**src/sv/ille_ram.sv**
```systemverilog
// ----------------------------------------------------------------------------
// Generic RAM
// One write port and one read port with a registered read.
// ----------------------------------------------------------------------------
`default_nettype none

module ille_ram #(
  parameter int WIDTH = 8,
  parameter int DEPTH = 256
) (
  input  wire logic                     clk_i,
  input  wire logic                     we_i,
  input  wire logic [$clog2(DEPTH)-1:0] waddr_i,
  input  wire logic [WIDTH-1:0]         wdata_i,
  input  wire logic                     re_i,
  input  wire logic [$clog2(DEPTH)-1:0] raddr_i,
  output logic      [WIDTH-1:0]         rdata_o
);

  logic [WIDTH-1:0] mem_q [DEPTH];
  logic [WIDTH-1:0] rdata_q;

  always_ff @(posedge clk_i) begin
    if (we_i) begin
      mem_q[waddr_i] <= wdata_i;
    end
    if (re_i) begin
      rdata_q <= mem_q[raddr_i];
    end
  end

  assign rdata_o = rdata_q;

endmodule

`default_nettype wire

```
**config.mk**
```make
export PLATFORM = sky130hd
export DESIGN_NAME = ille_ram
export DESIGN_NICKNAME = d
export VERILOG_FILES = /design/src/sv/ille_ram.sv
export SDC_FILE = /design/constraint.sdc
export NUM_CORES = 2
export LEC_CHECK = 0
export BUFFER_PORTS_ARGS = -buffer_cell sky130_fd_sc_hd__buf_2
export CORE_MARGIN = 4
export CORE_UTILIZATION = 35
export CTS_BUF_LIST = sky130_fd_sc_hd__clkbuf_2
export DETAILED_ROUTE_END_ITERATION = 12
export PLACE_DENSITY = 0.51
export SLEW_MARGIN = 10
export SYNTH_ARGS = -nofsm -noshare
export SYNTH_HDL_FRONTEND = slang
export SYNTH_SLANG_ARGS = --single-unit
```
**constraint.sdc**
```tcl
create_clock -name clk_i -period 3.7 [get_ports clk_i]
set_input_delay 0.74 -clock clk_i [delete_from_list [all_inputs] [get_ports clk_i]]
set_output_delay 0.74 -clock clk_i [all_outputs]
set_load 0.03 [all_outputs]
```
# Yosys cells after proc, flatten, opt, wreduce, memory -nomap -nowiden
# Memories as Yosys holds them, arrays and structs flattened. A register that Yosys moved wholly into a read port is not among the register bits.
# Index checks and enable logic that the tools add are counted.
[classes]
n_mux = 2
[ops]
columns = ["op", "n"]
rows = [
  ["$mux 1", 2],
]
[totals]
register_bits = 0
ramBits = 2048
inputBits = 27
out_inout_bits = 8
wordCells = 3
memories = 1
[memory_table]
columns = ["name", "depth", "width", "read_ports", "rd_ports_with_merged_regs", "wr", "line_no", "source"]
rows = [
  ["mem_q", 256, 8, 1, 1, 1, "20", "logic [WIDTH-1:0] mem_q [DEPTH];"],
]

# Logic depth before layout (Yosys ltp)
[depth]
word_depth = 2
ltp_mapped = 11
mapped_depth_nobuf = 6

# Worst setup path after synthesis
# OpenSTA, ideal clock, no wires.
[synth_path]
path_type = "input -> register"
startpoint = "input port raddr_i[0]"
endpoint = "register rdata_q[2], in the netlist rdata_o[2] (read register of mem_q), data pin"
t_arrival_ns = 2.547
required_time_ns = 3.431
slack_ns = 0.884
cell_stages = 9
path_cell_list = "buf_6 > buf_12 > buf_8 > buf_2 > mux4_2 > a22oi_1 > a21oi_1 > nor4_1 > nor4_2"
[synth_lines]
columns = ["item", "line_no", "source"]
rows = [
  ["from (decl)", "16", "input wire logic [$clog2(DEPTH)-1:0] raddr_i,"],
  ["to (decl)", "21", "logic [WIDTH-1:0] rdata_q;"],
]

# Final worst setup path
[layout_path]
startpoint = "register rdata_q[3], in the netlist rdata_o[3] (read register of mem_q)"
endpoint = "output port rdata_o[3]"
[layout_lines]
columns = ["item", "line_no", "source"]
rows = [
  ["to (decl)", "17", "output logic [WIDTH-1:0] rdata_o"],
]
# No word-level cell between the ends.

==> results.sh <==
export IMPL_criticalPathCategory="flip-flop to output port"
export IMPL_gp_congestion=0.796
export IMPL_worst_path_stages=1
export IMPL_netlist_area_um2=79600
export IMPL_setup_ws_ns=0.324
export IMPL_io_buffer_count=34
export IMPL_final_cells=7965
export IMPL_cpMaxStageDelayCell="edfxtp_1"
export IMPL_cp_top_family="flip-flops"
export IMPL_antenna_found_initial=18
export IMPL_ys_top_cells_by_area="edfxtp_1 78%, mux4_2 13%, mux2i_1 1.7%"
export IMPL_viasPerCell=5.30
export IMPL_drv_slew=0
export IMPL_drive_gt1_share_pct=36.7
export IMPL_placed_cells=7017
export IMPL_grt_max_degree=116
export IMPL_cts_buffer_depth=4
export IMPL_cts_sinks=2056
export IMPL_clock_latency_ns=1.78
export IMPL_required_ns=2.96
export IMPL_ys_seq_area_share_pct=77.5
export IMPL_grt_pass1_vias=43900
export IMPL_grt_pass1_wl_mm=317
export IMPL_setup_viol=0
export IMPL_cp_num_buf_inv=1
export IMPL_dr_total_vias=42200
export IMPL_synth_nets=3760
export IMPL_max_freq_mhz=296
export IMPL_drt_iter0_markers=3875
export IMPL_worstReg2RegEnd="rdata_o[6]"
export IMPL_cts_root_buffer="clkbuf_2"
export IMPL_final_common_cell="edfxtp_1"
export IMPL_h_tree_depth=6
export IMPL_cts_setup_buffers=0
export IMPL_placed_cell_area_um2=86600
export IMPL_area_delta_synth_final_pct=15.2
export IMPL_cp_endpoint="rdata_o[3]"
export IMPL_post_route_min_period_ns=3.38
export IMPL_hold_class="input port to flip-flop"
export IMPL_track_usage_pct=18.7
export IMPL_worstPathMaxFanout=1
export IMPL_ys_types=54
export IMPL_ys_warn_count=0
export IMPL_rsz0062_at_grt="no"
export IMPL_cts_made_buffers=552
export IMPL_cp_cell_sequence="buf_2"
export IMPL_drc=0
export IMPL_dp_hpwl_mm=138
export IMPL_die_h_um=485
export IMPL_die_area_um2=235000
export IMPL_layout_common_cells="2056 x edfxtp_1, 768 x clkbuf_2, 454 x mux4_2"
export IMPL_irDropWorstVdd_v=0.000260
export IMPL_synth_top_area_cell="edfxtp_1"
export IMPL_critPathLaunch="rdata_o[3]"
export IMPL_max_slew_worst_pin_slew_ns=1.25
export IMPL_p_total_mw=43.5
export IMPL_syn_instance_count=3733
export IMPL_route_antenna_remaining_nets=0
export IMPL_r2r_start="mem_q[67][6]"
export IMPL_cts_tree="done"
export IMPL_ios=35
export IMPL_r2r_slack_ns=0.51
export IMPL_slowest_delay_ns=0.57
export IMPL_fin_crit_sh_pct=91.3
export IMPL_max_slew_margin_pct=15.8
export IMPL_final_hold_violation_count=0
export IMPL_drt_total_wl_mm=223
export IMPL_yosysTopAreaCellShare_pct=77.5
export IMPL_maxCapViolCount=0
export IMPL_ys_ff_latch=2056
export IMPL_design_area_um2=91700
export IMPL_grt_overflow=0
export IMPL_rows=174
export IMPL_reg2reg_depth=6
export IMPL_start_util_pct=35.3
export IMPL_power_density_nw_per_um2=474
export IMPL_cp_end_kind="output port"
export IMPL_routedWlPerCell_um=28.0
export IMPL_outcome="finished, final reports clean"
export IMPL_path_clk_slew_ns=0.10
export IMPL_dp_slack_ns=-0.357
export IMPL_core_um2=226000
export IMPL_p_leak_nw=30.0
export IMPL_arrival_ns=2.64
export IMPL_syn_avg_cell_area_um2=21.3
export IMPL_fin_nets=4653
export IMPL_skew_ns=0.152
export IMPL_dr_pass1_iters=5
export IMPL_fp_dieW_um=485
export IMPL_fillers=20500
export IMPL_start_kind="flip-flop"
## layer usage
layer,wire (um),global-route usage [%]
met5,23,0
met4,6260,6.32
met3,13700,3.84
met2,107000,29.8
met1,95900,25.8
## area by class of cell
class	count	area [um^2]	area share, %
clock inverters	119	656	0.715
diodes	14	35.0	0.0382
inverters	2	7.51	0.00818
clock buffers	768	3840	4.19
repair buffers	572	5170	5.64
flip-flops and latches	2056	61700	67.3
well taps	2992	3740	4.08
multi-input cells	1442	16500	18.0
## cells in the mapped netlist (all sizes together)
cell type,n
o211ai,10
nor4,27
clkbuf,111
edfxtp,2056
and2,6
nor3b,1
or2,4
nor3,22
a21oi,96
a211oi,16
and3,1
clkinv,1
o21ai,12
a2111oi,5
nand2,33
a221oi,14
a311oi,2
mux4,456
nor2,282
o311ai,1
a31oi,2
o32ai,5
a22o,8
o221ai,47
inv,1
and3b,2
o22a,5
nand2b,8
nor2b,31
mux2i,134
nand4,10
or2b,1
mux2,1
a21boi,1
buf,122
nand3b,2
a22oi,133
nand3,34
nor4b,1
or3b,1
o22ai,28
## logic make-up (layout without fill, tap and decap cells)
logic type / count (synthesis) / after routing / synth area share (%)
DFF: 2056 / 2056 / 77.5
muxes: 591 / 591 / 14.6
and+or+nand+nor: 466 / 466 / 2.63
AOI/OAI and AO/OA: 385 / 385 / 3.42
buffers and inverters: 235 / 1461 / 1.83
other: 0 / 14 / 0
## registers in the layout, summed over array words and instances (netlist names)
register  flops
mem_q      2048
rdata_o       8
## power by group
part | switching, mW | internal, mW
registers | 0.0393 | 25.6
clock network | 9.13 | 5.99
logic | 1.67 | 0.989
## tightest hold or removal path, cell delays in order
cell and delay [ns]:
buf_2 0.42, a311oi_1 0.14, o221ai_1 0.10, a211oi_1 0.11, buf_4 0.16, nor4_1 0.17
## how the worst min path moves through the flow
stage	end	start	cells after the start
2_1_floorplan	mem_q[0][0]	wdata_i[0]	0
3_3_place_gp	rdata_o[3]	mem_q[40][3]	7
3_5_place_dp	rdata_o[3]	mem_q[41][3]	7
4_1_cts	rdata_o[5]	raddr_i[7]	6
5_1_grt	rdata_o[5]	raddr_i[7]	6
6_report	rdata_o[5]	raddr_i[7]	6
## timing repair
action / in CTS / in global routing
setup endpoints to repair: 1 / 0
resized for setup: 2 / 0
hold endpoints to repair: 3949 / 0
hold buffers: 47 / 0
## per-stage QoR
step / util, % / hold slack [ns] / setup TNS, ns
after global placement: 38.4 / 1.18 / -2.47
after detailed placement: 38.4 / 1.20 / -1.96
after global routing: 40.7 / 0.0779 / 0
after CTS: 40.7 / 0.000876 / 0
final: 40.7 / 0.276 / 0
after floorplan: - / 0.839 / 0
No activity file was read; power rests on OpenSTA's default activity.
