[src/sv/ille_pkg.sv]
// ----------------------------------------------------------------------------
// Linked-list engine package
// Widths, request and status codes and the structs shared by the list engine.
// ----------------------------------------------------------------------------
`default_nettype none

package ille_pkg;

  localparam int CAPACITY = 256;
  localparam int IDX_W    = $clog2(CAPACITY);
  localparam int CNT_W    = 9;
  localparam int VAL_W    = 32;
  localparam int REQ_W    = 3;
  localparam int POS_W    = 9;
  localparam int ST_W     = 2;

  localparam logic [REQ_W-1:0] REQ_ADD_TAIL = 3'd0;
  localparam logic [REQ_W-1:0] REQ_ADD_HEAD = 3'd1;
  localparam logic [REQ_W-1:0] REQ_ADD_POS  = 3'd2;
  localparam logic [REQ_W-1:0] REQ_RM_TAIL  = 3'd3;
  localparam logic [REQ_W-1:0] REQ_RM_HEAD  = 3'd4;
  localparam logic [REQ_W-1:0] REQ_RM_POS   = 3'd5;

  localparam logic [ST_W-1:0] ST_OK    = 2'd0;
  localparam logic [ST_W-1:0] ST_RANGE = 2'd1;
  localparam logic [ST_W-1:0] ST_EMPTY = 2'd2;
  localparam logic [ST_W-1:0] ST_FULL  = 2'd3;

  typedef struct packed {
    logic             we;
    logic [IDX_W-1:0] waddr;
    logic [IDX_W-1:0] wdata;
    logic             re;
    logic [IDX_W-1:0] raddr;
  } link_req_t;

  typedef struct packed {
    logic             we;
    logic [IDX_W-1:0] waddr;
    logic [VAL_W-1:0] wdata;
    logic             re;
    logic [IDX_W-1:0] raddr;
  } value_req_t;

  typedef struct packed {
    logic signed [VAL_W-1:0] removed;
    logic [ST_W-1:0]         status;
    logic [CNT_W-1:0]        length;
  } res_t;

endpackage

`default_nettype wire

[src/sv/ille_outreg.sv]
// ----------------------------------------------------------------------------
// Linked-list engine output register
// Holds one result until the receiver takes the transfer.
// ----------------------------------------------------------------------------
`default_nettype none

module ille_outreg
  import ille_pkg::*;
(
  input  wire logic                clk_i,
  input  wire logic                rst_ni,
  input  wire logic                res_valid_i,
  input  wire res_t                res_i,
  output logic                     res_stall_o,
  output logic                     out_valid_o,
  input  wire logic                out_stall_i,
  output logic signed [VAL_W-1:0]  removed_value_o,
  output logic [ST_W-1:0]          status_o,
  output logic [CNT_W-1:0]         length_o
);

  logic valid_q, valid_d;
  res_t data_q;
  logic load;

  assign res_stall_o = valid_q && out_stall_i;
  assign load        = res_valid_i && !res_stall_o;

  always_comb begin
    valid_d = valid_q;
    if (load) begin
      valid_d = 1'b1;
    end else if (!out_stall_i) begin
      valid_d = 1'b0;
    end
  end

  always_ff @(posedge clk_i or negedge rst_ni) begin
    if (!rst_ni) begin
      valid_q <= 1'b0;
    end else begin
      valid_q <= valid_d;
    end
  end

  always_ff @(posedge clk_i) begin
    if (load) begin
      data_q <= res_i;
    end
  end

  assign out_valid_o     = valid_q;
  assign removed_value_o = data_q.removed;
  assign status_o        = data_q.status;
  assign length_o        = data_q.length;

endmodule

`default_nettype wire

[config.mk]
export PLATFORM = sky130hd
export DESIGN_NAME = ille_outreg
export DESIGN_NICKNAME = d
export VERILOG_FILES = /design/src/sv/ille_pkg.sv /design/src/sv/ille_outreg.sv
export SDC_FILE = /design/constraint.sdc
export NUM_CORES = 1
export LEC_CHECK = 0
export ABC_AREA = 1
export BUFFER_PORTS_ARGS = -buffer_cell sky130_fd_sc_hd__buf_2
export CORE_ASPECT_RATIO = 1.2
export CORE_MARGIN = 1.5
export CORE_UTILIZATION = 35
export DETAILED_ROUTE_END_ITERATION = 8
export PLACE_DENSITY = 0.82
export RECOVER_POWER = 50
export SLEW_MARGIN = 20
export SYNTH_ARGS = -nofsm -noshare
export SYNTH_HDL_FRONTEND = slang
export SYNTH_SLANG_ARGS = --single-unit
[constraint.sdc]
create_clock -name clk_i -period 3.48 [get_ports clk_i]
set_clock_uncertainty 0.1 [all_clocks]
set_input_delay 0.348 -clock clk_i [delete_from_list [all_inputs] [get_ports clk_i]]
set_output_delay 0.348 -clock clk_i [all_outputs]
set_load 0.005 [all_outputs]
# --- Word-level counts from Yosys, hierarchy flattened ---
# Cells that the tools add are included.
word_totals:
  in_bits: 47
  output_inout_bits: 45
  ff_bits: 44
op_classes:
  n_eq_ne: 1
  n_mux: 2
  n_reduce_logical: 3
op_table:
  columns: ["cell", "n"]
  rows:
  - ["1-bit logical AND", 2]
  - ["1-bit two-way mux", 2]
  - ["2-bit by 1-bit != test with 1-bit output, second input constant", 1]
  - ["1-bit zero test", 1]

# --- Logic depth before layout (Yosys ltp) ---
# Gate-level depths: netlist of run 1.
depth:
  ltp_word: 4
  ltp_mapped: 2
  ltp_nobuf: 2

# --- Worst setup path after synthesis of run 1 ---
# OpenSTA, ideal clock, no wires.
synth_path:
  path_kind: "flip-flop to flip-flop"
  from: "reg valid_q (netlist: out_valid_o)"
  to: "reg data_q, in the netlist length_o[0] (enable)"
  path_slack_ns: 0.387
  path_stages_with_launch: 2
  period_less_slack_ns: 3.093
  arrival_time_ns: 2.536
  setup_ns: 0.458
  n_path_buf: 0
  path_cell_list: "dfrtp_1 -> a21oi_1"
synth_via:
  elab_chain_len: 3
synth_lines:
  columns: ["item", "line_no", "rtl"]
  rows:
  - ["from (decl)", "ille_outreg.sv:22", "logic valid_q, valid_d;"]
  - ["from (signal assigned)", "ille_outreg.sv:42", "valid_q <= valid_d;"]
  - ["1-bit logical AND", "ille_outreg.sv:26", "assign res_stall_o = valid_q && out_stall_i;"]
  - ["1-bit zero test", "ille_outreg.sv:27", "assign load = res_valid_i && !res_stall_o;"]
  - ["1-bit logical AND", "ille_outreg.sv:27", null]
  - ["named net load", "ille_outreg.sv:24", "logic load;"]
  - ["to (signal assigned)", "ille_outreg.sv:48", "data_q <= res_i;"]
  - ["to (decl)", "ille_outreg.sv:23", "res_t data_q;"]
# The timed path passes the listed nets, and every way through them passes these cells.
# A chain may end at the register's enable or synchronous reset.

# --- Worst setup path in the final report of run 1 ---
layout_path:
  from: "reg valid_q (netlist: out_valid_o)"
  to: "reg data_q, in the netlist removed_value_o[27] (enable)"
# The elaborated chain is that of the path after synthesis.

==> qor.csv, run 1 <==
stage,metric,value,unit
floorplan,FP Rows,24,
route,DR WL/cell,12.4,µm
pwr,VDD IR max,0.312,mV
setup_path,Startpoint Class,flop,
logic_synthesis,mux contribution to synthesized area,0,%
clock_tree,# hold bufs at CTS,1,
setup_path,kind of critical path,flop to flop,
floorplan,Die Height,70.7,µm
pwr,Leakage,0.821,nW
logic_synthesis,Adder-Cell Fraction of Synth Area,0,%
pwr,cell area power density,503,mW/mm²
flow_run,Max Cap Viol,0,
clock_tree,CTS root buffer,clkbuf_8,
floorplan,die width,59.4,µm
setup_path,Top Family by Delay on Critical Path,flip-flops,
route,final WL,2.50,mm
logic_synthesis,Yosys reg bits,44,
clock_tree,Clock transition at path regs,70,ps
clock_tree,CTS Buf Count,5,
logic_synthesis,Post-Synth XOR/XNOR Area,0,%
finish,fin nets,196,
logic_synthesis,Mapped Cells,49,
finish,"commonest non-fill, non-tap cell in the layout",buf_2,
floorplan,Ports,92,
placement,RePlAce Congestion,0.655,
global_route,largest net degree at the start of global routing,31,
route,DRC viols,0,
placement,I/O Buffers,91,
setup_path,"Cell Chain, Critical Path",a21oi_4 > buf_4,
finish,Antenna Cells,0,
setup_path,CP peak stage delay,430,ps
setup_path,crit path DAT,1570,ps
global_route,grt ovf,0,
global_route,total track usage,12.8,%
clock_tree,Worst-Skew Late Latency,290,ps
logic_synthesis,largest family of logic cells by synthesized area,buffers and inverters,
route,Vias/cell,4.05,
floorplan,die area,0.00420,mm²
sta,"Slew Viols, Final",0,
logic_synthesis,synth top area cells,"edfxtp_1, dfrtp_1, inv_1, nand2_1, a21oi_1",
setup_path,"Data required, critical path",3330,ps
setup_path,Crit Path Max Fanout,30,
placement,# placed instances,193,
logic_synthesis,post-synth top area cell,edfxtp_1,
clock_tree,CTS tree,done,
sta,FMAX,583,MHz
outcome,status,"complete, no violations",
route,Initial DRC Count,14,
route,Vias,818,
finish,layout cell share with drive strength beyond 1,58.7,%
global_route,first-pass GRT wire length,3.82,mm
clock_tree,Post-CTS Setup Bufs,0,
logic_synthesis,Yosys cell types,5,
logic_synthesis,Simple-Gate Fraction of Synth Area,0.562,%
sta,Worst Max-Slew Pin Slew,440,ps
floorplan,Initial Utilization,36.8,%
route,TritonRoute pass-1 iters,4,
finish,most frequent cells in the layout,"buf_2, edfxtp_1, clkbuf_1",
clock_tree,CTS H-tree lvls,2,
logic_synthesis,Synthesized Nets,96,
sta,final worst path period need,1720,ps
finish,synthesis-to-layout area growth,46.2,%
placement,Detail Placement HPWL,1.93,mm
setup_path,critical path buffer and inverter count,1,
logic_synthesis,Mapped Avg Cell Area,27.3,µm²
sta,Final Cycle Share,49.3,%
global_route,vias in the first global route,890,
sta,Max transition margin,70.6,%
sta,RSZ-0062 raised after global routing,false,
logic_synthesis,Synth top area share,96.6,%
sta,setup TNS,0,ps
setup_path,"Max stage delay cell, worst path",dfrtp_1,
clock_tree,CTS max path bufs,2,
sta,hold_ws,131,ps
sta,final setup vio count,0,
logic_synthesis,synthesized cell area,0.00134,mm²
global_route,initial antenna violation count,0,
setup_path,CP endpoint kind,flop,
clock_tree,cells resized by post-CTS repair,0,
logic_synthesis,Synth Area in Compound Gates,0.375,%
logic_synthesis,Yosys warnings,0,
floorplan,area of the core,0.00363,mm²
route,remaining antenna violation count after routing,0,
sta,"Hold Violations, Final",0,
clock_tree,clk sinks,44,
logic_synthesis,sequential fraction of the synthesis area,98.5,%
finish,Final Non-Filler Cells,202,
hold_path,min-delay worst type,input pin to flop,
## cell type report
| class | count | area [µm²] |
|---|---|---|
| Clock inverter | 1 | 3.75 |
| Sequential cell | 44 | 1320 |
| Fill cell | 325 | 1680 |
| Tap cell | 52 | 65.1 |
| Multi-Input combinational cell | 3 | 23.8 |
| Inverter | 2 | 7.51 |
| Clock buffer | 7 | 76.3 |
| Timing Repair Buffer | 93 | 460 |
## worst paths after layout
kind | from | endpoint | slack [ps] | cells after the start
max in group asynchronous | rst_ni | out_valid_o | 2940 | 2
worst max register to register | out_valid_o | removed_value_o[27] | 1760 | 2
worst min-delay path | res_i[39] | removed_value_o[28] | 130 | 1
worst min register to register | out_valid_o | out_valid_o | 500 | 2
min in group asynchronous | rst_ni | out_valid_o | 260 | 2
worst max-delay path | out_valid_o | removed_value_o[27] | 1760 | 2
## report_power, final
group | switching [mW] | leakage (nW) | internal [mW]
Combinational | 0.0342 | 0.361 | 0.0367
Clock | 0.149 | 0.0399 | 0.140
Sequential | 0.00698 | 0.420 | 0.616
Total | 0.190 | 0.821 | 0.793
## worst register-to-register path: stages (launching register included)
cell and delay, ps:
dfrtp_1 430, a21oi_4 410, buf_4 430
## through the flow
stage / power (mW) / cell area [µm²] / util, % / setup WS (ps)
finish: 0.983 / 1950 / 53.8 / 1760
global route: 1.03 / 1950 / 53.8 / 1630
CTS: 0.998 / 1970 / 54.1 / 1720
detailed placement: 0.709 / 1880 / 51.6 / 1710
global placement: 0.704 / 1880 / 51.6 / 1780
floorplan: 0.653 / 1340 / - / 387
## synthesized netlist by cell type
| library cell | count |
|---|---|
| edfxtp_1 | 43 |
| inv_1 | 2 |
| dfrtp_1 | 1 |
| nand2_1 | 2 |
| a21oi_1 | 1 |
## registers in the layout, indices dropped and copies added (netlist names)
signal	cells
out_valid_o	1
removed_value_o	32
status_o	2
length_o	9
## metal layers
layer	share of wire [%]	GRT usage, %	up-vias
met5	0	0	-
met4	0.76	4.55	0
met3	11	7.68	2
met2	57	23.6	55
met1	31	10.6	373
li1	-	-	388
## cells by family (layout without fill, tap and decap cells)
logic type,after synthesis,after routing
flip-flops,44,44
buffers and inverters,2,103
AND/OR/NAND/NOR,2,2
AO/OA/AOI/OAI,1,1
(Power assumes the default switching activity.)
==> run 2, diff against run 1 <==
--- a/config.mk
+++ b/config.mk
@@ -5,13 +5,13 @@
 export SDC_FILE = /design/constraint.sdc
 export NUM_CORES = 1
 export LEC_CHECK = 0
-export ABC_AREA = 1
+export ABC_AREA = 0
 export BUFFER_PORTS_ARGS = -buffer_cell sky130_fd_sc_hd__buf_2
 export CORE_ASPECT_RATIO = 1.2
 export CORE_MARGIN = 1.5
 export CORE_UTILIZATION = 35
 export DETAILED_ROUTE_END_ITERATION = 8
-export PLACE_DENSITY = 0.82
+export PLACE_DENSITY = 0.84
 export RECOVER_POWER = 50
 export SLEW_MARGIN = 20
 export SYNTH_ARGS = -nofsm -noshare
==> constraint.sdc (replaced) <==
create_clock -name clk_i -period 1.5 [get_ports clk_i]
set_clock_uncertainty 0.1 [all_clocks]
set_input_delay 0.15 -clock clk_i [delete_from_list [all_inputs] [get_ports clk_i]]
set_output_delay 0.15 -clock clk_i [all_outputs]
set_load 0.005 [all_outputs]
==> qor.csv, run 2 <==
stage,metric,value,unit,change
route,remaining antenna violation count after routing,0,,unchanged
setup_path,crit path DAT,1230,ps,-340 ps
setup_path,Top Family by Delay on Critical Path,buffers and inverters,,
route,Vias,971,,+19%
logic_synthesis,post-synth top area cell,edfxtp_1,,
logic_synthesis,Mapped Cells,47,,-4.1%
sta,setup slack after layout,167,ps,-1600 ps
global_route,largest net degree at the start of global routing,27,,-13%
finish,most frequent cells in the layout,"buf_2, dlygate4sd3_1, edfxtp_1",,
route,Vias/cell,3.96,,-2.1%
placement,Detail Placement HPWL,1.95,mm,+0.80%
finish,"commonest non-fill, non-tap cell in the layout",buf_2,,
finish,fin nets,239,,+22%
finish,Antenna Cells,0,,unchanged
logic_synthesis,Synthesized Nets,94,,-2.1%
placement,RePlAce Congestion,0.669,,+2.2%
hold_path,hold path depth,2,,+1
outcome,status,"complete, no violations",,
finish,multi-input combinational cell area,32.5,µm²,+37%
finish,number of flip-flops in the largest register,32,,unchanged
clock_tree,clk sinks,44,,unchanged
floorplan,Ports,92,,unchanged
clock_tree,CTS Buf Count,5,,unchanged
floorplan,die width,59.5,µm,+0.18%
logic_synthesis,Yosys cell types,5,,unchanged
logic_synthesis,Synth top area share,96.3,%,-0.36 points
global_route,total track usage,15.3,%,+2.5 points
setup_path,CP peak stage delay,520,ps,+90 ps
setup_path,critical path buffer and inverter count,3,,+2
logic_synthesis,most frequent cell after synthesis,edfxtp_1,,
logic_synthesis,fraction of registers with async set/reset,2.27,%,unchanged
setup_path,Startpoint Class,input pin,,
hold_path,min-delay worst type,input pin to flop,,
setup_path,reg2reg path depth,2,,unchanged
global_route,vias in the first global route,1009,,+13%
route,Max Used Layer,met4,,
floorplan,FP Rows,24,,unchanged
logic_synthesis,synth top area cells,"edfxtp_1, dfrtp_1, a21boi_2, a21o_1, and2_1",,
logic_synthesis,sequential fraction of the synthesis area,98.1,%,-0.37 points
pwr,VDD IR max,0.695,mV,+120%
clock_tree,CTS H-tree lvls,2,,unchanged
sta,setup TNS,0,ps,unchanged
sta,"Hold Violations, Final",0,,unchanged
clock_tree,CTS max path bufs,2,,unchanged
sta,final setup vio count,0,,unchanged
logic_synthesis,Yosys warnings,0,,unchanged
global_route,grt ovf,0,,unchanged
route,met3 wire len,249,µm,-11%
route,TritonRoute pass-1 iters,3,,-1
route,DRC viols,0,,unchanged
setup_path,Crit path depth,4,,+2
clock_tree,Worst-Skew Late Latency,290,ps,about the same
setup_path,CP endpoint kind,flop,,
sta,RSZ-0062 raised after global routing,false,,
route,met1 wire length,1.10,mm,+42%
setup_path,"Max stage delay cell, worst path",dlygate4sd3_1,,
finish,layout cell share with drive strength beyond 1,44.0,%,-15 points
route,final WL,3.11,mm,+25%
global_route,initial antenna violation count,0,,unchanged
pwr,Leakage,1.00,nW,+22%
route,met2 wire length,1.72,mm,+20%
clock_tree,CTS tree,done,,
floorplan,Die Height,70.8,µm,+0.18%
route,DR WL/cell,12.7,µm,+2.7%
setup_path,kind of critical path,input pin to flop,,
sta,Max transition margin,87.3,%,+17 points
finish,FF/Latch Area,0.00132,mm²,unchanged
sta,Worst Max-Slew Pin Slew,190,ps,-249 ps
logic_synthesis,commonest cells in the netlist,"edfxtp_1, a21boi_2, a21o_1, and2_1, dfrtp_1",,
setup_path,"Data required, critical path",1400,ps,-1930 ps
sta,final worst path period need,1330,ps,
placement,placed inst area,0.00191,mm²,+1.8%
route,Initial DRC Count,14,,unchanged
floorplan,die area,0.00421,mm²,+0.36%
clock_tree,CTS root buffer,clkbuf_8,,
placement,I/O Buffers,91,,unchanged
sta,"Slew Viols, Final",0,,unchanged
flow_run,Max Cap Viol,0,,unchanged
setup_path,"Cell Chain, Critical Path",dlygate4sd3_1 > buf_2 > a21boi_4 > buf_12,,
logic_synthesis,"EDFF count, synth",43,,unchanged
logic_synthesis,Mapped Avg Cell Area,28.5,µm²,+4.6%
logic_synthesis,Yosys reg bits,44,,unchanged
sta,FMAX,750,MHz,
logic_synthesis,synthesized cell area,0.00134,mm²,+0.37%
pwr,cell area power density,991,mW/mm²,+97%
setup_path,Crit Path Max Fanout,26,,-13%
sta,Final Cycle Share,88.9,%,
floorplan,Initial Utilization,36.6,%,-0.16 points
finish,post-route cell area,0.00242,mm²,+24%
logic_synthesis,Synth Flop Type,edfxtp_1,,
placement,worst slack at placement,226,ps,-1480 ps
clock_tree,Clock transition at path regs,70,ps,about the same
floorplan,area of the core,0.00366,mm²,+0.83%
finish,Fill cells,289,,-11%
finish,synthesis-to-layout area growth,80.6,%,
clock_tree,Post-CTS Setup Bufs,0,,unchanged
global_route,first-pass GRT wire length,4.57,mm,+20%
==> run 2: where the power goes <==
part	switching (mW)	total [mW]	internal, mW
Sequential	0.0175	1.45	1.43
Clock	0.351	0.681	0.331
Combinational	0.0995	0.271	0.172
==> run 2: layout make-up <==
cell class | instances | area share [%]
tap | 52 | 2.69
clock buffer | 8 | 3.31
timing repair buffer | 138 | 38.3
sequential | 44 | 54.3
multi-input combinational | 3 | 1.34
==> run 2: cells by family after synthesis <==
| kind of cell | share of synthesized area (%) |
|---|---|
| flip-flops | 98.1 |
| AO/OA/AOI/OAI | 1.40 |
| AND/OR/NAND/NOR | 0.467 |
==> run 2: stage by stage <==
step	total power, mW	hold slack [ps]	cells	util, %
after floorplan	1.51	-246	47	-
after global placement	1.65	-175	192	52.1
after detailed placement	1.66	-175	192	52.1
after CTS	2.43	19.2	245	66.6
after global routing	2.50	16.0	245	66.1
final	2.40	27.8	245	66.1
==> run 2: worst paths after layout <==
kind                                   from                   to  slack [ps]
worst min register to register  out_valid_o          out_valid_o         500
worst max-delay path            res_valid_i  removed_value_o[24]         170
worst max register to register  out_valid_o  removed_value_o[24]         220
max in group asynchronous            rst_ni          out_valid_o        1170
min in group asynchronous            rst_ni          out_valid_o          50
worst min-delay path            out_stall_i          out_valid_o          30
==> run 2: what timing repair did <==
action | 4_1_cts | 5_1_grt
setup endpoints to repair | 0 | 0
hold buffers | 45 | 0
resized for setup | 0 | 0
hold endpoints to repair | 45 | 0
==> run 2: worst register-to-register path: cells and delay by family (launching register included) <==
family,cells,cell delay [ps]
DFF,1,440
AOI/OAI and AO/OA,1,240
buffers and inverters,1,210
==> run 2: routing by layer <==
metal	vias to the layer above	global-route usage [%]
met4	0	5.19
li1	477	-
met1	437	14.7
met5	-	0
met2	52	28.1
met3	5	6.58
