<file path="src/sv/ille_pkg.sv">
// ----------------------------------------------------------------------------
// Linked-list engine package
// Widths, request and status codes and the structs shared by the list engine.
// ----------------------------------------------------------------------------
`default_nettype none

package ille_pkg;

  localparam int CAPACITY = 256;
  localparam int IDX_W    = $clog2(CAPACITY);
  localparam int CNT_W    = 9;
  localparam int VAL_W    = 32;
  localparam int REQ_W    = 3;
  localparam int POS_W    = 9;
  localparam int ST_W     = 2;

  localparam logic [REQ_W-1:0] REQ_ADD_TAIL = 3'd0;
  localparam logic [REQ_W-1:0] REQ_ADD_HEAD = 3'd1;
  localparam logic [REQ_W-1:0] REQ_ADD_POS  = 3'd2;
  localparam logic [REQ_W-1:0] REQ_RM_TAIL  = 3'd3;
  localparam logic [REQ_W-1:0] REQ_RM_HEAD  = 3'd4;
  localparam logic [REQ_W-1:0] REQ_RM_POS   = 3'd5;

  localparam logic [ST_W-1:0] ST_OK    = 2'd0;
  localparam logic [ST_W-1:0] ST_RANGE = 2'd1;
  localparam logic [ST_W-1:0] ST_EMPTY = 2'd2;
  localparam logic [ST_W-1:0] ST_FULL  = 2'd3;

  typedef struct packed {
    logic             we;
    logic [IDX_W-1:0] waddr;
    logic [IDX_W-1:0] wdata;
    logic             re;
    logic [IDX_W-1:0] raddr;
  } link_req_t;

  typedef struct packed {
    logic             we;
    logic [IDX_W-1:0] waddr;
    logic [VAL_W-1:0] wdata;
    logic             re;
    logic [IDX_W-1:0] raddr;
  } value_req_t;

  typedef struct packed {
    logic signed [VAL_W-1:0] removed;
    logic [ST_W-1:0]         status;
    logic [CNT_W-1:0]        length;
  } res_t;

endpackage

`default_nettype wire

</file>
<file path="src/sv/ille_ctrl.sv">
// ----------------------------------------------------------------------------
// Linked-list engine sequencer
// Holds the list pointers and counts and steps each request through reads
// and writes of the value and link memories, walking one link per cycle.
// ----------------------------------------------------------------------------
`default_nettype none

module ille_ctrl
  import ille_pkg::*;
(
  input  wire logic                    clk_i,
  input  wire logic                    rst_ni,
  input  wire logic                    req_valid_i,
  output logic                         req_stall_o,
  input  wire logic [REQ_W-1:0]        req_type_i,
  input  wire logic signed [VAL_W-1:0] req_value_i,
  input  wire logic [POS_W-1:0]        req_pos_i,
  output link_req_t                    link_o,
  input  wire logic [IDX_W-1:0]        link_rdata_i,
  output value_req_t                   value_o,
  input  wire logic [VAL_W-1:0]        value_rdata_i,
  output logic                         res_valid_o,
  output res_t                         res_o,
  input  wire logic                    res_stall_i
);

  localparam logic [3:0] S_IDLE   = 4'd0;
  localparam logic [3:0] S_DECIDE = 4'd1;
  localparam logic [3:0] S_ALLOC  = 4'd2;
  localparam logic [3:0] S_ADD    = 4'd3;
  localparam logic [3:0] S_TAIL   = 4'd4;
  localparam logic [3:0] S_PINS   = 4'd5;
  localparam logic [3:0] S_PINS2  = 4'd6;
  localparam logic [3:0] S_WALK   = 4'd7;
  localparam logic [3:0] S_RMHEAD = 4'd8;
  localparam logic [3:0] S_RMTAIL = 4'd9;
  localparam logic [3:0] S_RMMID  = 4'd10;
  localparam logic [3:0] S_RMVAL  = 4'd11;
  localparam logic [3:0] S_RMCAP  = 4'd12;
  localparam logic [3:0] S_DONE   = 4'd13;

  logic [3:0]              state_q, state_d, ret_q, ret_d;
  logic [REQ_W-1:0]        req_q, req_d;
  logic [POS_W-1:0]        pos_q, pos_d;
  logic [VAL_W-1:0]        val_q, val_d;
  logic [IDX_W-1:0]        first_q, first_d, last_q, last_d;
  logic [CNT_W-1:0]        count_q, count_d;
  logic [IDX_W-1:0]        free_head_q, free_head_d;
  logic [CNT_W-1:0]        free_count_q, free_count_d;
  logic [CNT_W-1:0]        fresh_q, fresh_d;
  logic [CNT_W-1:0]        steps_q, steps_d;
  logic                    pend_q, pend_d;
  logic [IDX_W-1:0]        cur_q, cur_d, prev_q, prev_d, pprev_q, pprev_d;
  logic [IDX_W-1:0]        node_q, node_d, victim_q, victim_d;
  logic signed [VAL_W-1:0] rem_q, rem_d;
  logic [ST_W-1:0]         st_q, st_d;
  logic [IDX_W-1:0]        cur;
  logic                    room;
  logic                    pos_bad;

  assign cur     = pend_q ? link_rdata_i : cur_q;
  assign room    = (free_count_q != '0) || (fresh_q < CNT_W'(CAPACITY));
  assign pos_bad = (pos_q == '0) || (pos_q > count_q);

  always_comb begin
    state_d      = state_q;
    ret_d        = ret_q;
    req_d        = req_q;
    pos_d        = pos_q;
    val_d        = val_q;
    first_d      = first_q;
    last_d       = last_q;
    count_d      = count_q;
    free_head_d  = free_head_q;
    free_count_d = free_count_q;
    fresh_d      = fresh_q;
    steps_d      = steps_q;
    pend_d       = pend_q;
    cur_d        = cur_q;
    prev_d       = prev_q;
    pprev_d      = pprev_q;
    node_d       = node_q;
    victim_d     = victim_q;
    rem_d        = rem_q;
    st_d         = st_q;
    link_o       = '0;
    value_o      = '0;

    case (state_q)
      S_IDLE: begin
        if (req_valid_i) begin
          req_d   = req_type_i;
          val_d   = req_value_i;
          pos_d   = req_pos_i;
          rem_d   = '0;
          st_d    = ST_OK;
          state_d = S_DECIDE;
        end
      end
      S_DECIDE: begin
        state_d = S_DONE;
        if (req_q inside {REQ_ADD_TAIL, REQ_ADD_HEAD, REQ_ADD_POS}) begin
          if (!room) begin
            st_d = ST_FULL;
          end else if (count_q != '0 && req_q == REQ_ADD_POS && pos_bad) begin
            st_d = ST_RANGE;
          end else if (free_count_q != '0) begin
            node_d       = free_head_q;
            link_o.re    = 1'b1;
            link_o.raddr = free_head_q;
            state_d      = S_ALLOC;
          end else begin
            node_d  = fresh_q[IDX_W-1:0];
            fresh_d = fresh_q + CNT_W'(1);
            state_d = S_ADD;
          end
        end else if (req_q inside {REQ_RM_TAIL, REQ_RM_HEAD, REQ_RM_POS}) begin
          cur_d  = first_q;
          pend_d = 1'b0;
          if (count_q == '0) begin
            st_d = ST_EMPTY;
          end else if (count_q == CNT_W'(1)) begin
            victim_d = first_q;
            state_d  = S_RMVAL;
          end else if (req_q == REQ_RM_POS && pos_bad) begin
            st_d = ST_RANGE;
          end else if (req_q == REQ_RM_HEAD ||
                       (req_q == REQ_RM_POS && pos_q == POS_W'(1))) begin
            steps_d = CNT_W'(1);
            ret_d   = S_RMHEAD;
            state_d = S_WALK;
          end else if (req_q == REQ_RM_TAIL || pos_q == count_q) begin
            steps_d = count_q - CNT_W'(1);
            ret_d   = S_RMTAIL;
            state_d = S_WALK;
          end else begin
            steps_d = pos_q;
            ret_d   = S_RMMID;
            state_d = S_WALK;
          end
        end
      end
      S_ALLOC: begin
        free_head_d  = link_rdata_i;
        free_count_d = free_count_q - CNT_W'(1);
        state_d      = S_ADD;
      end
      S_ADD: begin
        value_o.we    = 1'b1;
        value_o.waddr = node_q;
        value_o.wdata = val_q;
        if (count_q == '0) begin
          link_o.we    = 1'b1;
          link_o.waddr = node_q;
          first_d      = node_q;
          last_d       = node_q;
          count_d      = CNT_W'(1);
          state_d      = S_DONE;
        end else if (req_q == REQ_ADD_TAIL) begin
          link_o.we    = 1'b1;
          link_o.waddr = node_q;
          state_d      = S_TAIL;
        end else if (req_q == REQ_ADD_HEAD || pos_q == POS_W'(1)) begin
          link_o.we    = 1'b1;
          link_o.waddr = node_q;
          link_o.wdata = first_q;
          first_d      = node_q;
          count_d      = count_q + CNT_W'(1);
          state_d      = S_DONE;
        end else begin
          cur_d   = first_q;
          pend_d  = 1'b0;
          steps_d = pos_q - CNT_W'(1);
          ret_d   = S_PINS;
          state_d = S_WALK;
        end
      end
      S_TAIL: begin
        link_o.we    = 1'b1;
        link_o.waddr = last_q;
        link_o.wdata = node_q;
        last_d       = node_q;
        count_d      = count_q + CNT_W'(1);
        state_d      = S_DONE;
      end
      S_PINS: begin
        link_o.we    = 1'b1;
        link_o.waddr = node_q;
        link_o.wdata = cur_q;
        state_d      = S_PINS2;
      end
      S_PINS2: begin
        link_o.we    = 1'b1;
        link_o.waddr = prev_q;
        link_o.wdata = node_q;
        count_d      = count_q + CNT_W'(1);
        state_d      = S_DONE;
      end
      S_WALK: begin
        cur_d = cur;
        if (steps_q == '0) begin
          pend_d  = 1'b0;
          state_d = ret_q;
        end else begin
          link_o.re    = 1'b1;
          link_o.raddr = cur;
          pprev_d      = prev_q;
          prev_d       = cur;
          pend_d       = 1'b1;
          steps_d      = steps_q - CNT_W'(1);
        end
      end
      S_RMHEAD: begin
        victim_d = prev_q;
        first_d  = cur_q;
        state_d  = S_RMVAL;
      end
      S_RMTAIL: begin
        link_o.we    = 1'b1;
        link_o.waddr = prev_q;
        last_d       = prev_q;
        victim_d     = cur_q;
        state_d      = S_RMVAL;
      end
      S_RMMID: begin
        link_o.we    = 1'b1;
        link_o.waddr = pprev_q;
        link_o.wdata = cur_q;
        victim_d     = prev_q;
        state_d      = S_RMVAL;
      end
      S_RMVAL: begin
        value_o.re    = 1'b1;
        value_o.raddr = victim_q;
        link_o.we     = 1'b1;
        link_o.waddr  = victim_q;
        link_o.wdata  = free_head_q;
        free_head_d   = victim_q;
        free_count_d  = free_count_q + CNT_W'(1);
        count_d       = count_q - CNT_W'(1);
        if (count_q == CNT_W'(1)) begin
          first_d = '0;
          last_d  = '0;
        end
        state_d = S_RMCAP;
      end
      S_RMCAP: begin
        rem_d   = value_rdata_i;
        state_d = S_DONE;
      end
      S_DONE: begin
        if (!res_stall_i) begin
          state_d = S_IDLE;
        end
      end
      default: begin
        state_d = S_IDLE;
      end
    endcase
  end

  always_ff @(posedge clk_i or negedge rst_ni) begin
    if (!rst_ni) begin
      state_q      <= S_IDLE;
      ret_q        <= S_IDLE;
      req_q        <= '0;
      pos_q        <= '0;
      first_q      <= '0;
      last_q       <= '0;
      count_q      <= '0;
      free_head_q  <= '0;
      free_count_q <= '0;
      fresh_q      <= '0;
      steps_q      <= '0;
      pend_q       <= 1'b0;
      st_q         <= ST_OK;
    end else begin
      state_q      <= state_d;
      ret_q        <= ret_d;
      req_q        <= req_d;
      pos_q        <= pos_d;
      first_q      <= first_d;
      last_q       <= last_d;
      count_q      <= count_d;
      free_head_q  <= free_head_d;
      free_count_q <= free_count_d;
      fresh_q      <= fresh_d;
      steps_q      <= steps_d;
      pend_q       <= pend_d;
      st_q         <= st_d;
    end
  end

  always_ff @(posedge clk_i) begin
    val_q    <= val_d;
    cur_q    <= cur_d;
    prev_q   <= prev_d;
    pprev_q  <= pprev_d;
    node_q   <= node_d;
    victim_q <= victim_d;
    rem_q    <= rem_d;
  end

  assign req_stall_o    = (state_q != S_IDLE);
  assign res_valid_o    = (state_q == S_DONE);
  assign res_o.removed  = rem_q;
  assign res_o.status   = st_q;
  assign res_o.length   = count_q;

  a_count_bound: assert property (@(posedge clk_i) disable iff (!rst_ni)
    count_q <= CNT_W'(CAPACITY))
    else $error("list count exceeds the node pool");

  a_pool_balance: assert property (@(posedge clk_i) disable iff (!rst_ni)
    (state_q == S_IDLE) |->
      ({1'b0, count_q} + {1'b0, free_count_q} == {1'b0, fresh_q}))
    else $error("list and free nodes do not add up to nodes handed out");

  a_link_port: assert property (@(posedge clk_i) disable iff (!rst_ni)
    !(link_o.we && link_o.re))
    else $error("link memory read and written in the same cycle");

  a_walk_read: assert property (@(posedge clk_i) disable iff (!rst_ni)
    (state_q == S_WALK && steps_q != '0) |=> pend_q)
    else $error("walk step did not leave a pending link read");

endmodule

`default_nettype wire

</file>
<file path="config.mk">
export PLATFORM = sky130hd
export DESIGN_NAME = ille_ctrl
export DESIGN_NICKNAME = d
export VERILOG_FILES = /design/src/sv/ille_pkg.sv /design/src/sv/ille_ctrl.sv
export SDC_FILE = /design/constraint.sdc
export NUM_CORES = 1
export LEC_CHECK = 0
export ABC_AREA = 1
export BUFFER_PORTS_ARGS = -buffer_cell sky130_fd_sc_hd__clkbuf_2
export CORE_MARGIN = 1.5
export CORE_UTILIZATION = 40
export CTS_CLUSTER_SIZE = 28
export DETAILED_ROUTE_END_ITERATION = 8
export GPL_ROUTABILITY_DRIVEN = 0
export PLACE_DENSITY = 0.59
export SLEW_MARGIN = 20
export SYNTH_ARGS = -nofsm -noshare
export SYNTH_HDL_FRONTEND = slang
export SYNTH_SLANG_ARGS = --single-unit
</file>
<file path="constraint.sdc">
create_clock -name clk_i -period 9.9 [get_ports clk_i]
set_clock_uncertainty 0.1 [all_clocks]
set_input_delay 0.99 -clock clk_i [delete_from_list [all_inputs] [get_ports clk_i]]
set_output_delay 0.99 -clock clk_i [all_outputs]
set_load 0.02 [all_outputs]
</file>
After elaboration in Yosys (flattened, before gate mapping):

Index checks and enable logic that the tools add are counted.

* add/subtract/negate cells: 7
* multiplexer cells: 97
* bitwise operators: 3
* reduce and logical (&&, ||, !) cells: 48
* equal/unequal tests: 42
* order comparisons: 2

Operators by type and width (number)
* 2-to-1 mux 9 bit: 22
* 2-to-1 mux 8 bit: 18
* 2-to-1 mux 4 bit: 21
* case mux 8 bit (3 select lines): 3
* case mux 32 bit (2 select lines): 1
* case mux 8 bit (4 select lines): 2
* case mux 9 bit (3 select lines): 2
* case mux 9 bit (6 select lines): 1
* 2-to-1 mux 41 bit: 1
* case mux 4 bit (10 select lines): 1
* case mux 9 bit (2 select lines): 2
* subtractor 9 x 1 -> 9 bit (second input constant): 4
* 2-to-1 mux 32 bit: 1
* != test 2 bit (second input constant): 15
* adder 9 x 1 -> 9 bit (second input constant): 3
* logical NOT 9 bit: 3
* equality test 4 bit (second input constant): 6
* 2-to-1 mux 2 bit: 10
* equality test 9 x 1 -> 1 bit (second input constant): 2
* nonzero test 3 bit: 6
* nonzero test 9 bit: 2
* 2-to-1 mux 17 bit: 1
* equality test 4 x 3 -> 1 bit (second input constant): 4
* case mux 8 bit (2 select lines): 1
* 30 further kinds: 67

* input bits: 88
* register bits: 187

Depth between registers and ports, before layout:

Gate-level depths: netlist of the first run.

* word-level depth: 10
* mapped depth: 18
* gate-level depth less buffers: 17

Least setup slack after synthesis of the first run:

No wires, ideal clock.

* path kind: in2reg
* from: input port req_valid_i
* to: register rem_q[0], enable pin
* setup slack: 6003 ps
* required time: 9334 ps
* cell stages on the path: 2
* buffers on the path: 0
* arrival time: 3332 ps
* cells stage by stage: inv_1 > o21ai_0

* word-level cells in the longest chain between the ends: 2

RTL lines
* start, declared: RTL line ille_ctrl.sv:13 `input wire logic req_valid_i,`
* != test 2 bit (no line)
* AND reduction 2 bit (no line)
* end signal, assigned: RTL line ille_ctrl.sv:301 `rem_q <= rem_d;`
* end, declared: RTL line ille_ctrl.sv:55 `logic signed [VAL_W-1:0] rem_q, rem_d;`

Every way passes these cells.
A chain may end at the register's enable or synchronous reset.

==> qor.csv, run 1 <==
metric;value;unit
worstHoldStart;prev_q[1];
yosys_warnings;0;
p_leak;5.90;nW
yosys-top-cells-count;276 x nand2_1, 189 x inv_1, 156 x nor2_1, 106 x o21ai_0, 104 x edfxtp_1;
hp-class;register to register;
finalPower;3.97;mW
ys_seq_elements;187;
startpoint;count_q[0];
grt_setup_unrepaired;false;
critPathMaxFanout;11;
required;8.81;ns
cts_buffers;17;
grt_pass1_vias;8029;
setup_viol;0;
nets;1537;
setup_tns;0;ns
start_util;40.8;%
gr-total-overflow;0;
finalHoldViolCount;0;
async_reset_ff_share;44.4;%
io_pins;209;
synthMostInstantiatedCell;nand2_1;
r2r-start;state_q[3];
netlist_instances;1225;
instances_no_fill;1768;
critical_path_class;register to primary output;
yosysSeqAreaShare;50.6;%
dp.cells;1736;
drc;0;
area_growth;19.0;%
synth_cell_types;56;
synth_area;10300;um^2
die_w;163;um
arrival;3.30;ns
drive_gt1_share;20.6;%
synth-edff-count;104;
crit_path_start_kind;register;
cp-end-kind;primary output;
p_per_area;325;nW/um^2
num_antenna_cells;0;
grt_pass1_wl;44700;um
wl_per_cell;16.4;um
die_h;163;um
grt_max_degree;55;
totalWireLength;29000;um
vias_per_cell;5.07;
nFillCells;2501;
yosysTopAreaCell;edfxtp_1;
tightest_slew;0.971;ns
status;finished clean;
ys.flop_type;edfxtp_1;
placed_cell_area;11600;um^2
clockRootBuffer;clkbuf_16;
synthesis.nets;1337;
ant_nets;0;
drtPass1Iterations;7;
fmax;228;MHz
cts_tree;built;
die_area;26700;um^2
fin_crit_sh;44.3;%
cts_setup_buffers;0;
final_area;12200;um^2
grt_usage;21.9;%
ys_top_cells_by_area;edfxtp_1 30%, dfrtp_1 20%, nand2_1 10%, inv_1 6.9%, nor2_1 5.7%;
synth_top_area_share;30.4;%
holdBufCountCts;0;
ir_drop;0.000125;V
maxSlewViolCount;0;
cts-resized-gates;0;
vias;8958;
drv_cap;0;
coreArea;25200;um^2
drt_iter0_drc;757;
clock_latency;0.44;ns
clk_pin_slew;0.08;ns
portBuffers;208;
htree_levels;4;
clock_path_buffers;2;
relSlewSlack;34.9;%
antenna_found_initial;0;
cts_sinks;187;
hpwlAfterDp;22100;um
postSynthAreaPerCell;8.39;um^2
row_count;58;
post-route-min-period;4.39;ns
cells in the final DEF, fill, tap and decap left out, types with 5 or more instances in the layout:
cell type	count
nand4_1	12
nor3_1	14
o21ai_1	10
dfrtp_1	83
buf_4	6
ha_1	23
o221ai_1	8
inv_1	189
clkbuf_16	17
nand2_1	276
o2111ai_1	10
clkbuf_2	207
nor2_1	154
xor2_1	19
nand3_1	43
nor2_4	5
o21ai_0	105
o22ai_1	19
nand2_2	5
a21oi_1	26
a31oi_1	11
a221oi_1	10
edfxtp_1	104
nor2_2	9
inv_2	12
critical path: stages (launching register included):
cell and delay, ns:
dfrtp_1 0.47, inv_1 0.15, ha_1 0.26, nand2_1 0.12, nor2_1 0.07, nand2_1 0.35, nand2_1 0.27, nor2_1 0.62
a21oi_1 0.12, o21ai_0 0.20, clkbuf_2 0.24
where the power goes:
group          leakage, nW  internal, mW  switching (mW)  total (mW)
registers             1.99          1.13           0.193        1.32
logic                 3.61         0.593            1.34        1.93
clock network        0.302         0.368           0.345       0.713
total                 5.90          2.09            1.88        3.97
logic make-up after synthesis:
group           after synthesis  share of synthesized area (%)
compound gates              221                           13.0
fa+ha+maj                    24                           2.99
xor+xnor                     23                           1.96
simple gates                530                           21.9
mux                           2                          0.219
flops                       187                           50.6
buf+inv                     238                           9.33
worst paths after layout:
check | cells past startpoint | end | slack (ns)
max | 10 | link_o[16] | 5.51
max in group asynchronous | 2 | first_q[0] | 8.23
min | 0 | pprev_q[1] | 0.35
min in group asynchronous | 1 | steps_q[7] | 0.45
max reg2reg | 13 | free_count_q[6] | 6.54
min reg2reg | 0 | pprev_q[1] | 0.35
metrics by stage:
step | setup WS, ns | util, % | hold WS (ns)
2_1_floorplan | 6.00 | - | 0.326
3_3_place_gp | 6.15 | 46.1 | 0.330
3_5_place_dp | 6.07 | 46.1 | 0.334
4_1_cts | 5.60 | 48.6 | 0.351
5_1_grt | 5.26 | 48.6 | 0.356
6_report | 5.51 | 48.6 | 0.350
state kept, by name, indices dropped and copies added (netlist names), 8 cells and up:
signal	flops
first_q	8
fresh_q	9
pos_q	9
victim_q	8
cur_q	8
node_q	8
val_q	32
count_q	9
free_head_q	8
pprev_q	8
prev_q	8
rem_q	32
steps_q	9
free_count_q	9
last_q	8
metal layers:
metal	vias to the layer above	track usage, %	share of wire, %	wire length (um)
li1	4453	-	-	-
met1	4089	31.4	46	13500
met2	375	33.1	43	12400
met3	41	4.29	8.8	2540
met4	0	6.67	2.0	567
met5	-	0	0	0
layout make-up:
type,instances,area [um^2],area share (%)
Timing Repair Buffer,213,1080,8.84
Clock inverter,15,195,1.60
Clock buffer,17,425,3.48
Sequential cell,187,5200,42.5
Inverter,206,781,6.38
Multi-Input combinational cell,800,4130,33.8
Tap cell,330,413,3.38
Power figures use the tool's default switching activity.
==> run 2, diff against run 1 <==
- ABC_AREA: 1 -> 0
- clock period: 9.9 -> 4.4 ns (I/O delays scaled with it)
==> qor.csv, run 2 <==
metric;value;unit
area_growth;19.8;%
ys.flop_type;edfxtp_1;
drive_gt1_share;27.9;%
clkPwrFrac;18.0;%
totalWireLength;29300;um
coreArea;24500;um^2
grt_setup_unrepaired;false;
wl_per_cell;20.0;um
hpwlAfterDp;21500;um
finalHoldViolCount;8;
hp-class;input pin to async pin;
required;3.86;ns
cts_setup_buffers;0;
arrival;3.49;ns
switchingPower;4.11;mW
synthMostInstantiatedCell;edfxtp_1;
synth-edff-count;104;
crit_path_start_kind;register;
async_reset_ff_share;44.4;%
ant_nets;0;
yosysTopAreaCell;edfxtp_1;
p_leak;5.29;nW
synth_cell_types;86;
htree_levels;4;
grt_usage;22.9;%
grt_pass1_vias;8223;
portBuffers;208;
instances_no_fill;1467;
clockRootBuffer;clkbuf_16;
cts_buffers;17;
combinationalPowerShare;48.4;%
setup_viol;0;
cp-end-kind;primary output;
post-route-min-period;4.03;ns
relSlewSlack;26.7;%
synth_top_area_share;31.2;%
ys_seq_elements;187;
postSynthAreaPerCell;10.7;um^2
clk_pin_slew;0.08;ns
drv_cap;0;
synth_area;10000;um^2
num_antenna_cells;0;
violations;hold timing;
startpoint;count_q[0];
tightest_slew;1.09;ns
die_h;161;um
critical_path_class;register to primary output;
p_seq_share;33.6;%
yosys_warnings;0;
fin_crit_sh;91.6;%
clock_path_buffers;2;
vias_per_cell;5.57;
nets;1242;
p_sw_share;45.5;%
gr-total-overflow;0;
drt_iter0_drc;755;
rrSetupSlack;0.77;ns
status;finished, violations left;
die_area;26000;um^2
final_common_cell;clkbuf_2;
fin_hold_ws;-0.0153;ns
die_w;161;um
antenna_found_initial;0;
dp_slack;0.796;ns
vias;8173;
cts_sinks;187;
setup_tns;0;ns
netlist_instances;939;
yosys-top-cells-count;104 x edfxtp_1, 83 x dfrtp_1, 83 x nand2_1, 68 x nor2_1, 44 x a21oi_1;
fin_util;49.0;%
r2r_cells;9;
ir_drop;0.000288;V
io_pins;209;
drc;0;
grt_pass1_wl;46300;um
r2r_end;steps_q[1];
layout_common_cells;207 x clkbuf_2, 104 x edfxtp_1, 83 x nand2_1, 83 x dfrtp_1, 67 x nor2_1;
holdBufCountCts;0;
reg_top3;rem_q: 32 flops, val_q: 32 flops;
cts_tree;built;
start_util;40.9;%
p_per_area;755;nW/um^2
grt_max_degree;57;
maxSlewViolCount;0;
row_count;57;
r2r-start;count_q[0];
fmax;248;MHz
dp.cells;1435;
yosysSeqAreaShare;51.9;%
cts-resized-gates;0;
clock_latency;0.44;ns
critPathMaxFanout;11;
drtPass1Iterations;7;
ys_top_cells_by_area;edfxtp_1 31%, dfrtp_1 21%, nand2_1 3.1%, ha_1 2.9%, and3_1 2.7%;
intPower;4.94;mW
synthesis.nets;1051;
layout_setup_ws;0.368;ns
[run 2: per-layer routing]
layer  share of wire [%]  vias to the layer above  track usage [%]
met5                   0                        -                0
met4                 2.4                        0             7.58
met3                 8.9                       41             6.45
met2                  44                      373             34.5
met1                  44                     3887             31.9
li1                    -                     3872                -
[run 2: layout make-up]
cell class,count,area (um^2)
fill,2300,12500
sequential,187,5200
multi-input combinational,657,4420
timing repair buffer,229,1200
clock buffer,17,425
tap,324,405
clock inverter,15,193
inverter,38,143
[run 2: kinds of logic (layout without fill, tap and decap cells)]
family | Yosys count | after routing | share of synthesized area [%]
AO/OA/AOI/OAI | 234 | 234 | 16.4
XOR/XNOR | 29 | 29 | 2.54
adder cells (fa/ha/maj) | 24 | 24 | 3.08
buffers and inverters | 95 | 299 | 4.12
flip-flops | 187 | 187 | 52.0
multiplexers | 44 | 44 | 4.78
AND/OR/NAND/NOR | 326 | 326 | 17.1
[run 2: power by group through the flow]
stage	logic [mW]	registers [mW]	clock network, mW
after floorplan	3.18	2.91	0
after global placement	4.31	3.05	0
after detailed placement	4.35	3.06	0
after CTS	4.37	3.03	1.66
after global routing	4.81	3.11	1.72
final	4.38	3.04	1.63
[run 2: worst max-delay path by stage]
stage	slack, ns	cells after the start	endpoint
floorplan	0.53	4	rem_q[0]
global placement	0.94	9	steps_q[1]
detailed placement	0.80	9	steps_q[1]
CTS	0.42	10	link_o[6]
global route	0.15	10	link_o[1]
finish	0.37	10	link_o[6]
[run 2: worst max-delay path, stage by stage (launching register included)]
cell and delay, ns:
dfrtp_1 0.45, inv_1 0.18, ha_1 0.26, or3b_1 0.49, or3_4 0.50, nand3_2 0.13
a21oi_4 0.06, nor4_4 0.53, nand2_1 0.12, o21ai_0 0.12, clkbuf_2 0.21
[run 2: metrics by stage]
step / power [mW] / area (um^2)
global route: 9.64 / 12000
global placement: 7.36 / 11400
floorplan: 6.10 / 10000
detailed placement: 7.40 / 11400
CTS: 9.06 / 12000
finish: 9.05 / 12000
